--- src/sv/wsd_pkg.sv ---
`timescale 1ns / 1ps

package wsd_pkg;

  localparam int QUEUE_DEPTH = 4;
  localparam int QPTR_W      = $clog2(QUEUE_DEPTH);
  localparam int QCNT_W      = $clog2(QUEUE_DEPTH + 1);

  localparam int MASK_BYTES  = 4;

  localparam logic [3:0] OPC_CLOSE  = 4'h8;
  localparam logic [3:0] FLAGS_FIN  = 4'h8;
  localparam logic [6:0] LEN_EXT16  = 7'd126;
  localparam logic [6:0] LEN_EXT64  = 7'd127;

  localparam logic [2:0] ST_DATA      = 3'd0;
  localparam logic [2:0] ST_CLOSE     = 3'd1;
  localparam logic [2:0] ST_BAD_OPC   = 3'd2;
  localparam logic [2:0] ST_BAD_FLAGS = 3'd3;
  localparam logic [2:0] ST_LEN64     = 3'd4;
  localparam logic [2:0] ST_LEN_ZERO  = 3'd5;

  typedef enum logic [4:0] {
    PH_HDR0    = 5'b00001,
    PH_HDR1    = 5'b00010,
    PH_EXTLEN  = 5'b00100,
    PH_MASK    = 5'b01000,
    PH_PAYLOAD = 5'b10000
  } phase_t;

  typedef struct packed {
    logic [7:0] data;
    logic [7:0] key;
    logic       last;
    logic [2:0] status;
  } entry_t;

  typedef struct packed {
    logic   valid;
    entry_t entry;
  } push_t;

  typedef struct packed {
    logic   valid;
    entry_t entry;
  } head_t;

endpackage

--- src/sv/wsd_front.sv ---
`timescale 1ns / 1ps

module wsd_front import wsd_pkg::*; (
  input  logic       clk,
  input  logic       rst,
  input  logic       cfg_valid,
  input  logic [1:0] cfg_data,
  input  logic       in_accept,
  input  logic [7:0] rx_byte,
  output push_t      push
);

  phase_t      phase, phase_next;
  logic [1:0]  header_count, header_count_next;
  logic [7:0]  first_header_byte, first_header_byte_next;
  logic [15:0] frame_length, frame_length_next;
  logic [31:0] mask_key, mask_key_next;
  logic [15:0] payload_count, payload_count_next;
  logic        link_stopped, link_stopped_next;
  logic [1:0]  expected_opcode;

  logic [3:0]  opcode;
  logic [6:0]  len7;
  logic [15:0] ext_len;
  logic [7:0]  key;
  logic        last;

  assign opcode  = first_header_byte[3:0];
  assign len7    = rx_byte[6:0];
  assign ext_len = {frame_length[7:0], rx_byte};
  assign last    = ({1'b0, payload_count} + 17'd1) >= {1'b0, frame_length};

  always_comb begin
    unique case (payload_count[1:0])
      2'd0: key = mask_key[31:24];
      2'd1: key = mask_key[23:16];
      2'd2: key = mask_key[15:8];
      2'd3: key = mask_key[7:0];
    endcase
  end

  always_comb begin
    phase_next             = phase;
    header_count_next      = header_count;
    first_header_byte_next = first_header_byte;
    frame_length_next      = frame_length;
    mask_key_next          = mask_key;
    payload_count_next     = payload_count;
    link_stopped_next      = link_stopped;
    push                   = '0;

    if (in_accept && !link_stopped) begin
      unique case (phase)
        PH_HDR0: begin
          first_header_byte_next = rx_byte;
          phase_next             = PH_HDR1;
        end
        PH_HDR1: begin
          priority if (opcode != {2'b00, expected_opcode}) begin
            push.valid        = 1'b1;
            push.entry.status = (opcode == OPC_CLOSE) ? ST_CLOSE : ST_BAD_OPC;
            link_stopped_next = 1'b1;
          end else if (first_header_byte[7:4] != FLAGS_FIN || !rx_byte[7]) begin
            push.valid        = 1'b1;
            push.entry.status = ST_BAD_FLAGS;
            link_stopped_next = 1'b1;
          end else if (len7 == LEN_EXT64) begin
            push.valid        = 1'b1;
            push.entry.status = ST_LEN64;
            link_stopped_next = 1'b1;
          end else if (len7 == 7'd0) begin
            push.valid        = 1'b1;
            push.entry.status = ST_LEN_ZERO;
            link_stopped_next = 1'b1;
          end else begin
            header_count_next = '0;
            mask_key_next     = '0;
            if (len7 == LEN_EXT16) begin
              frame_length_next = '0;
              phase_next        = PH_EXTLEN;
            end else begin
              frame_length_next = {9'd0, len7};
              phase_next        = PH_MASK;
            end
          end
        end
        PH_EXTLEN: begin
          frame_length_next = ext_len;
          if (header_count == 2'd0) begin
            header_count_next = 2'd1;
          end else begin
            header_count_next = '0;
            if (ext_len == 16'd0) begin
              push.valid        = 1'b1;
              push.entry.status = ST_LEN_ZERO;
              link_stopped_next = 1'b1;
            end else begin
              phase_next = PH_MASK;
            end
          end
        end
        PH_MASK: begin
          mask_key_next = {mask_key[23:0], rx_byte};
          if (header_count == 2'(MASK_BYTES - 1)) begin
            header_count_next  = '0;
            payload_count_next = '0;
            phase_next         = PH_PAYLOAD;
          end else begin
            header_count_next = header_count + 2'd1;
          end
        end
        PH_PAYLOAD: begin
          push.valid        = 1'b1;
          push.entry.data   = rx_byte;
          push.entry.key    = key;
          push.entry.last   = last;
          push.entry.status = ST_DATA;
          if (last) begin
            payload_count_next = '0;
            frame_length_next  = '0;
            phase_next         = PH_HDR0;
          end else begin
            payload_count_next = payload_count + 16'd1;
          end
        end
        default: begin
          phase_next = PH_HDR0;
        end
      endcase
    end
  end

  always_ff @(posedge clk) begin
    if (rst) begin
      phase             <= PH_HDR0;
      header_count      <= '0;
      first_header_byte <= '0;
      frame_length      <= '0;
      mask_key          <= '0;
      payload_count     <= '0;
      link_stopped      <= 1'b0;
      expected_opcode   <= 2'd2;
    end else begin
      phase             <= phase_next;
      header_count      <= header_count_next;
      first_header_byte <= first_header_byte_next;
      frame_length      <= frame_length_next;
      mask_key          <= mask_key_next;
      payload_count     <= payload_count_next;
      link_stopped      <= link_stopped_next;
      if (cfg_valid) begin
        expected_opcode <= cfg_data;
      end
    end
  end

endmodule

--- src/sv/wsd_queue.sv ---
`timescale 1ns / 1ps

module wsd_queue import wsd_pkg::*; (
  input  logic  clk,
  input  logic  rst,
  input  push_t push,
  output logic  full,
  output head_t head,
  input  logic  pop
);

  entry_t              slots [QUEUE_DEPTH];
  logic [QPTR_W-1:0]   wr_ptr;
  logic [QPTR_W-1:0]   rd_ptr;
  logic [QCNT_W-1:0]   count;
  logic                do_push;
  logic                do_pop;

  assign full       = (count == QCNT_W'(QUEUE_DEPTH));
  assign head.valid = (count != '0);
  assign head.entry = slots[rd_ptr];
  assign do_push    = push.valid && !full;
  assign do_pop     = pop && head.valid;

  always_ff @(posedge clk) begin
    if (do_push) begin
      slots[wr_ptr] <= push.entry;
    end
  end

  always_ff @(posedge clk) begin
    if (rst) begin
      wr_ptr <= '0;
      rd_ptr <= '0;
      count  <= '0;
    end else begin
      if (do_push) begin
        wr_ptr <= (wr_ptr == QPTR_W'(QUEUE_DEPTH - 1)) ? '0 : wr_ptr + QPTR_W'(1);
      end
      if (do_pop) begin
        rd_ptr <= (rd_ptr == QPTR_W'(QUEUE_DEPTH - 1)) ? '0 : rd_ptr + QPTR_W'(1);
      end
      priority if (do_push && !do_pop) begin
        count <= count + QCNT_W'(1);
      end else if (do_pop && !do_push) begin
        count <= count - QCNT_W'(1);
      end
    end
  end

endmodule

--- src/sv/wsd_back.sv ---
`timescale 1ns / 1ps

module wsd_back import wsd_pkg::*; (
  input  logic       clk,
  input  logic       rst,
  input  head_t      head,
  output logic       pop,
  output logic       m_axis_tvalid,
  input  logic       m_axis_tready,
  output logic [7:0] m_axis_tdata,
  output logic       m_axis_tlast,
  output logic [2:0] m_axis_tuser
);

  assign pop = head.valid && (!m_axis_tvalid || m_axis_tready);

  always_ff @(posedge clk) begin
    if (rst) begin
      m_axis_tvalid <= 1'b0;
    end else if (pop) begin
      m_axis_tvalid <= 1'b1;
    end else if (m_axis_tready) begin
      m_axis_tvalid <= 1'b0;
    end
  end

  always_ff @(posedge clk) begin
    if (pop) begin
      m_axis_tdata <= head.entry.data ^ head.entry.key;
      m_axis_tlast <= head.entry.last;
      m_axis_tuser <= head.entry.status;
    end
  end

endmodule

--- src/sv/websocket_frame_deframer_unit.sv ---
`timescale 1ns / 1ps
// WebSocket client-to-server deframer with payload unmasking.
// Input stream s_axis: one received byte per word in tdata.
// Output stream m_axis: one unmasked payload byte per word in tdata, tlast
// on the final byte of a frame, tuser the status (0 data, 1 close, 2 bad
// opcode, 3 bad flags or unmasked, 4 64-bit length, 5 zero length).
// Header bytes give no output word unless they raise an error; a non-zero
// status word is the last word the unit ever sends until reset.
// Configuration: cfg_valid/cfg_ready write the expected data opcode
// (1 text, 2 binary); cfg_ready is always high. Write it while idle.
// Throughput: one byte per cycle while the queue is not full. A word reaches
// m_axis through two registers: the parser writes it into the queue at the
// accepting edge, and the output register loads it from the queue head once free.
// When the receiver stalls, the four-word queue fills and s_axis_tready
// drops once it is full; the output register holds its word until taken.
// Reset (rst, synchronous, active high) clears the parser, the queue and the
// output valid, and sets the expected opcode to 2 (binary).
module websocket_frame_deframer_unit import wsd_pkg::*; (
  input  logic       clk,
  input  logic       rst,
  input  logic       cfg_valid,
  output logic       cfg_ready,
  input  logic [1:0] cfg_data,      // expected_opcode
  input  logic       s_axis_tvalid,
  output logic       s_axis_tready,
  input  logic [7:0] s_axis_tdata,  // rx_byte
  output logic       m_axis_tvalid,
  input  logic       m_axis_tready,
  output logic [7:0] m_axis_tdata,  // payload_byte
  output logic       m_axis_tlast,
  output logic [2:0] m_axis_tuser   // status
);

  push_t push;
  head_t head;
  logic  full;
  logic  pop;

  assign cfg_ready     = 1'b1;
  assign s_axis_tready = !full;

  wsd_front u_front (
    .clk       (clk),
    .rst       (rst),
    .cfg_valid (cfg_valid),
    .cfg_data  (cfg_data),
    .in_accept (s_axis_tvalid && s_axis_tready),
    .rx_byte   (s_axis_tdata),
    .push      (push)
  );

  wsd_queue u_queue (
    .clk  (clk),
    .rst  (rst),
    .push (push),
    .full (full),
    .head (head),
    .pop  (pop)
  );

  wsd_back u_back (
    .clk           (clk),
    .rst           (rst),
    .head          (head),
    .pop           (pop),
    .m_axis_tvalid (m_axis_tvalid),
    .m_axis_tready (m_axis_tready),
    .m_axis_tdata  (m_axis_tdata),
    .m_axis_tlast  (m_axis_tlast),
    .m_axis_tuser  (m_axis_tuser)
  );

endmodule

--- config.mk ---
export PLATFORM = sky130hd
export DESIGN_NAME = websocket_frame_deframer_unit
export DESIGN_NICKNAME = d
export VERILOG_FILES = /design/src/sv/wsd_pkg.sv /design/src/sv/wsd_front.sv /design/src/sv/wsd_queue.sv /design/src/sv/wsd_back.sv /design/src/sv/websocket_frame_deframer_unit.sv
export SDC_FILE = /design/constraint.sdc
export NUM_CORES = 1
export LEC_CHECK = 0
export ABC_AREA = 1
export ABC_CLOCK_PERIOD_IN_PS = 7100
export BUFFER_PORTS_ARGS = -buffer_cell sky130_fd_sc_hd__buf_4
export CORE_ASPECT_RATIO = 1.75
export CORE_MARGIN = 1
export CORE_UTILIZATION = 32
export CTS_CLUSTER_SIZE = 40
export DETAILED_ROUTE_END_ITERATION = 6
export PLACE_DENSITY = 0.53
export SETUP_SLACK_MARGIN = 0.02
export SYNTH_ARGS = -nofsm -noshare
export SYNTH_HDL_FRONTEND = slang
export SYNTH_SLANG_ARGS = --single-unit
--- constraint.sdc ---
create_clock -name clk -period 7.1 [get_ports clk]
set_input_delay 0.355 -clock clk [delete_from_list [all_inputs] [get_ports clk]]
set_output_delay 0.355 -clock clk [all_outputs]
set_load 0.05 [all_outputs]
* After elaboration in Yosys (flattened, before gate mapping) *
Memories as Yosys holds them, arrays and structs flattened. A register that Yosys moved wholly into a read port is not among the register bits.
Cells that the tools add are included.

word-level totals
  memory bits (writable) = 80
  bits of input ports = 15
  flip-flop bits (word level) = 102
  memories = 1
  output and inout bits = 15
  word-level logic and storage cells = 153

cells by class
  reduce and logical (&&, ||, !) cells = 34
  $lt $le $gt $ge = 1
  eq/ne operators = 27
  add/sub/neg operators = 7
  mux-type cells = 67
  bitwise gates (word level) = 1

memory list
  memory         words  width  rd ports  clocked after memory_dff  wr ports  line             RTL
  u_queue.slots  4      20     1         1                         1         wsd_queue.sv:12  entry_t slots [QUEUE_DEPTH];

operator list
  kind                                           count
  two-way mux 32 bit                             4
  two-way mux 16 bit                             7
  case mux 32 bit (2 select lines)               1
  case mux 16 bit (3 select lines)               1
  two-way mux 5 bit                              8
  case mux 16 bit (2 select lines)               1
  case mux 8 bit (4 select lines)                1
  case mux 5 bit (5 select lines)                1
  two-way mux 3 bit                              8
  two-way mux 21 bit                             1
  two-way mux 2 bit                              10
  adder 16 x 1 -> 17 bit, second input constant  1
  greater-or-equal comparator 17 x 16 -> 1 bit   1
  two-way mux 1 bit                              17
  two-way mux 17 bit                             1
  adder 16 x 1 -> 16 bit, second input constant  1
  logical NOT 16 bit                             1
  equality test 7 bit, second input constant     2
  != test 2 bit, second input constant           6
  AND reduction 6 bit                            2
  equality test 2 bit, second input constant     5
  nonzero test 2 bit                             5
  AND reduction 9 bit                            1
  nonzero test 3 bit                             3
  other kinds (31)                               48

* Logic depth before layout (Yosys ltp) *
  depth after elaboration = 12
  gate-level depth with buffers = 23
  depth with buffers taken out = 21

* Cells and area by module *
A second synthesis with hierarchy kept.

unflattened totals
  cells, all modules = 1002
  area, all modules = 8816.0 um2

modules (own cells, without submodules)
  module                         times used  cells each  area an instance (um2)
  wsd_front                      1           707         4872.2
  wsd_queue                      1           264         3440.8
  wsd_back                       1           26          478.0
  websocket_frame_deframer_unit  1           5           25.0

* Worst setup path after synthesis *
Ideal clock, no wire load.

  path kind = reg2reg
  from = register u_queue.count[1]
  to = memory u_queue.slots[0][0] in the netlist's numbering, enable pin
  data arrival time = 2.573 ns
  path slack = 4.130 ns
  stages on the path, launching flop included = 9
  path through = dfxtp_1 -> inv_2 -> nand3_1 -> nand3_2 -> nor2_1 -> nor2_4 -> inv_1 -> nand2_1 -> nor2_1

between the ends
  word-level cells in the longest chain between the ends = 8

RTL lines
  element                                      line                                 RTL
  start: declaration                           wsd_queue.sv:15                      logic [QCNT_W-1:0] count;
  start signal: assignment                     wsd_queue.sv:44                      count <= count + QCNT_W'(1);
  start signal: assignment                     wsd_queue.sv:46                      count <= count - QCNT_W'(1);
  equality test 3 bit (*)                      wsd_queue.sv:19                      assign full = (count == QCNT_W'(QUEUE_DEPTH));
  logical NOT 1 bit (*)                        websocket_frame_deframer_unit.sv:40  assign s_axis_tready = !full;
  named net s_axis_tready                      websocket_frame_deframer_unit.sv:25  output logic s_axis_tready,
  logical AND 1 bit                            websocket_frame_deframer_unit.sv:47  .in_accept (s_axis_tvalid && s_axis_tready),
  logical AND 1 bit                            wsd_front.sv:52                      if (in_accept && !link_stopped) begin
  two-way mux 21 bit                           wsd_front.sv:52
  logical AND 1 bit (*)                        wsd_queue.sv:22                      assign do_push = push.valid && !full;
  two-way mux 1 bit (*)                        wsd_queue.sv:26                      if (do_push) begin
  two-way mux 1 bit (implied by the code) (*)  wsd_queue.sv:27                      slots[wr_ptr] <= push.entry;
  end: declaration                             wsd_queue.sv:12

Mark *: on every way through the listed nets, which the timed path passes. The rest lies on a longest branch.

* Final worst setup path *
  from = register u_front.payload_count[0]
  to = register u_front.payload_count[12]

between the ends
  word-level cells in the longest chain between the ends = 4
  elaborated cells between the ends (all ways) = 5

RTL lines
  element                                       line              RTL
  start: declaration                            wsd_front.sv:18   logic [15:0] payload_count, payload_count_next;
  start signal: assignment                      wsd_front.sv:149  payload_count <= payload_count_next;
  adder 16 x 1 -> 17 bit                        wsd_front.sv:31   assign last = ({1'b0, payload_count} + 17'd1) >= {1'b0, frame_length};
  greater-or-equal comparator 17 x 16 -> 1 bit  wsd_front.sv:31
  two-way mux 16 bit (*)                        wsd_front.sv:118  if (last) begin
  case mux 16 bit (2 select lines) (*)          wsd_front.sv:53   unique case (phase)

Every way passes the cells marked *; elsewhere a longest branch is shown, timed or not.
A chain may end at the register's enable or synchronous reset.

==> metrics <==
vias in the first global route between 6000 and 7000; part of the power in the clock network 29.5%; Critical Path Fanout Max 17; EDFF count, synth 92; Synth area leader edfxtp_1; CTS tree done; switching power 1160 uW; Top FF cell, synth edfxtp_1; wirelength, routed 20800 um; Antenna Cells 0; nature of the critical path startpoint flop; cell-internal power 2030 uW; routed vias 6465; YS warnings 0; H-tree depth 4; first-pass iteration count of the detailed router 4; Setup TNS 0 ns; post-CTS setup buffers 0; maximum clock rate 289 MHz; final worst slack between 3 and 4 ns; crit-path leading delay family simple AND/OR/NAND/NOR gates; Yosys top cell area share 32.0%; GR Util All Layers 15.8%; outcome complete, no violations; Gate Count Post-Synth 985; Crit path largest cell delay 0.56 ns; clk sinks 184; cts repair resizes 0; Clock Latency Late Sink 0.45 ns; top post-synthesis cells by count nand2_1, nor2_1, dfxtp_1, edfxtp_1, inv_1; final estimated routing congestion in global placement 0.849; Syn Area/Cell 8.76 um^2; Lkg Pwr 0.00362 uW; grt ovf 0; drt via density roughly 4.8; Clock Path Buffers 2; max-cap violation count 0; top cells by area, synth edfxtp_1, dfxtp_1, nand2_1, nor2_1, a21oi_1; final worst-path cycle share a little under 50%; initial DRC count 338; CP max-delay cell nor2_2; core area around 27000 um^2; placed cell area 9100 um^2; critical-path cell list ha_1, nand2_2, nor2_4, nand2_2, nor3_2, xor2_1, ha_1, nand2_1, nand2_1, nand2_1, nand2_1, nand2_1, nand2_1, nor2_1, nor2_1, nor2_2, nand4_1, a21oi_1; Slew HR between 20% and 30%; Seq/Total Area, Yosys 53.4%; fillcell total 2713; combinational share of power 29.3%; hold_ws 0.114 ns; largest net degree at the start of global routing 54; Worst path most repeated cell nand2_1; CP arrival 3.83 ns; clock skew 0.00829 ns; DR DRC count 0; Synth cell types 46; Buf+Inv Stages, Crit Path 0; critical path type flop to flop; Worst Tran Pin Value 1.13 ns; Std-Cell Rows 79; initial antenna violation count 0; clock slew at reported path FFs 0.07 ns; switching share of power 36.4%; Final Hold Fails 0; share of layout cells above drive strength 1 11.9%; RSZ-0062 raised after global routing false; Place WS 3.63 ns; Max Slew Vio Count 0; count of final setup violators 0; DRT antenna net count 0; io pins 30; Die X 126 um; Nets 1040; Hold Path Class input pin to flop; DIE AREA 27700 um^2; Async S/R FF share, synth 0%; CTS root buffer clkbuf_16; port buffer count 28; number of buffers created by CTS 17; top-count cell post-synth nand2_1; hold_buf cts 0; Detail Placement HPWL 14500 um; FF+latch count, synth approximately 180; initial core utilization between 30 and 40%; PwrDens 329 nW/um^2; Final min period 3.46 ns; Post-Syn Area 8630 um^2; Die H 219 um; first-pass GRT wire length 33200 um; sequential share of power about two fifths; synthesized netlist net count 1029; peak supply drop 0.163 mV; drt wl/cell 15.6 um; Worst Setup End Kind flop; fin area 9690 um^2; required time of the critical path 7.47 ns; synthesis-to-layout area growth 12.3%
==> path summary, 6_finish.rpt <==
kind                                                  start                                   endpoint  slack (ns)  cells past startpoint
setup / recovery      u_front.payload_count[0]$_SDFFE_PP0P_     u_front.payload_count[12]$_SDFFE_PP0P_        3.64                     18
hold / removal                                    cfg_valid    u_front.expected_opcode[1]$_SDFFE_PP1P_        0.11                      2
setup reg to reg      u_front.payload_count[0]$_SDFFE_PP0P_     u_front.payload_count[12]$_SDFFE_PP0P_        3.64                     18
hold reg to reg   u_front.first_header_byte[5]$_SDFFE_PP0P_  u_front.first_header_byte[5]$_SDFFE_PP0P_        0.45                      2
==> routing by layer <==
metal / wire (um) / global-route usage (%) / part of all wire, %
met5: 0 / 0 / 0
met4: 566 / 7.55 / 2.7
met3: 518 / 2.83 / 2.5
met2: 11800 / 30.7 / 57
met1: 7960 / 16.2 / 38
==> stage by stage <==
stage | util (%) | cells | total power, uW
after floorplan | - | 985 | 2030
after global placement | 34.2 | 1301 | 2280
after detailed placement | 34.2 | 1301 | 2290
after global routing | 36.4 | 1333 | 3380
final | 36.4 | 1333 | 3190
after CTS | 36.4 | 1333 | 3240
==> state kept, by name, indices dropped and copies added, names as in the netlist, named ones only <==
| signal | cells |
|---|---|
| u_front.first_header_byte | 8 |
| u_front.header_count | 2 |
| u_queue.count | 3 |
| u_queue.rd_ptr | 2 |
| u_back.m_axis_tdata | 8 |
| u_front.expected_opcode | 2 |
| u_back.m_axis_tlast | 1 |
| u_front.phase | 5 |
| u_front.mask_key | 32 |
| u_queue.slots | 80 |
| u_back.m_axis_tuser | 3 |
| u_queue.wr_ptr | 2 |
| u_front.frame_length | 16 |
| u_front.payload_count | 16 |
| u_front.link_stopped | 1 |
| u_back.m_axis_tvalid | 1 |
==> cell families after synthesis <==
logic type      Yosys count  share of synthesized area [%]
simple gates            439                           22.4
other cells               1                         0.0435
buf+inv                 134                           6.44
compound gates          177                           11.3
flops                   184                           53.4
xor+xnor                 21                           2.13
fa+ha+maj                29                           4.29
==> placed cells by master, fill, tap and decap left out, types with 3 or more instances in the layout <==
cell and instances:
a21oi_1 80, a311oi_1 8, buf_4 35, clkbuf_16 19, clkinvlp_4 3, dfxtp_1 92
edfxtp_1 92, ha_1 28, inv_1 82, inv_2 7, inv_6 3, nand2_1 198
nand2_2 5, nand3_1 37, nand3_2 4, nand4_1 21, nor2_1 133, nor2_2 21
nor2_4 3, nor3_1 5, o21ai_0 60, o22ai_1 20, xnor2_1 5, xor2_1 16
==> layout make-up <==
| cell class | instances | area, um^2 | share of cell area (%) |
|---|---|---|---|
| sequential | 184 | 4600 | 47.5 |
| multi-input combinational | 667 | 3490 | 36.0 |
| clock buffer | 20 | 489 | 5.05 |
| tap | 324 | 405 | 4.18 |
| inverter | 91 | 344 | 3.55 |
| timing repair buffer | 35 | 263 | 2.71 |
| clock inverter | 12 | 100 | 1.03 |
==> power groups by stage <==
| stage | clock, uW | sequential (uW) | combinational (uW) |
|---|---|---|---|
| finish | 940 | 1320 | 935 |
| global route | 1000 | 1330 | 1040 |
| CTS | 970 | 1320 | 954 |
| detailed placement | 0 | 1340 | 953 |
| global placement | 0 | 1340 | 944 |
| floorplan | 0 | 1450 | 575 |
No activity file was read; power rests on OpenSTA's default activity.
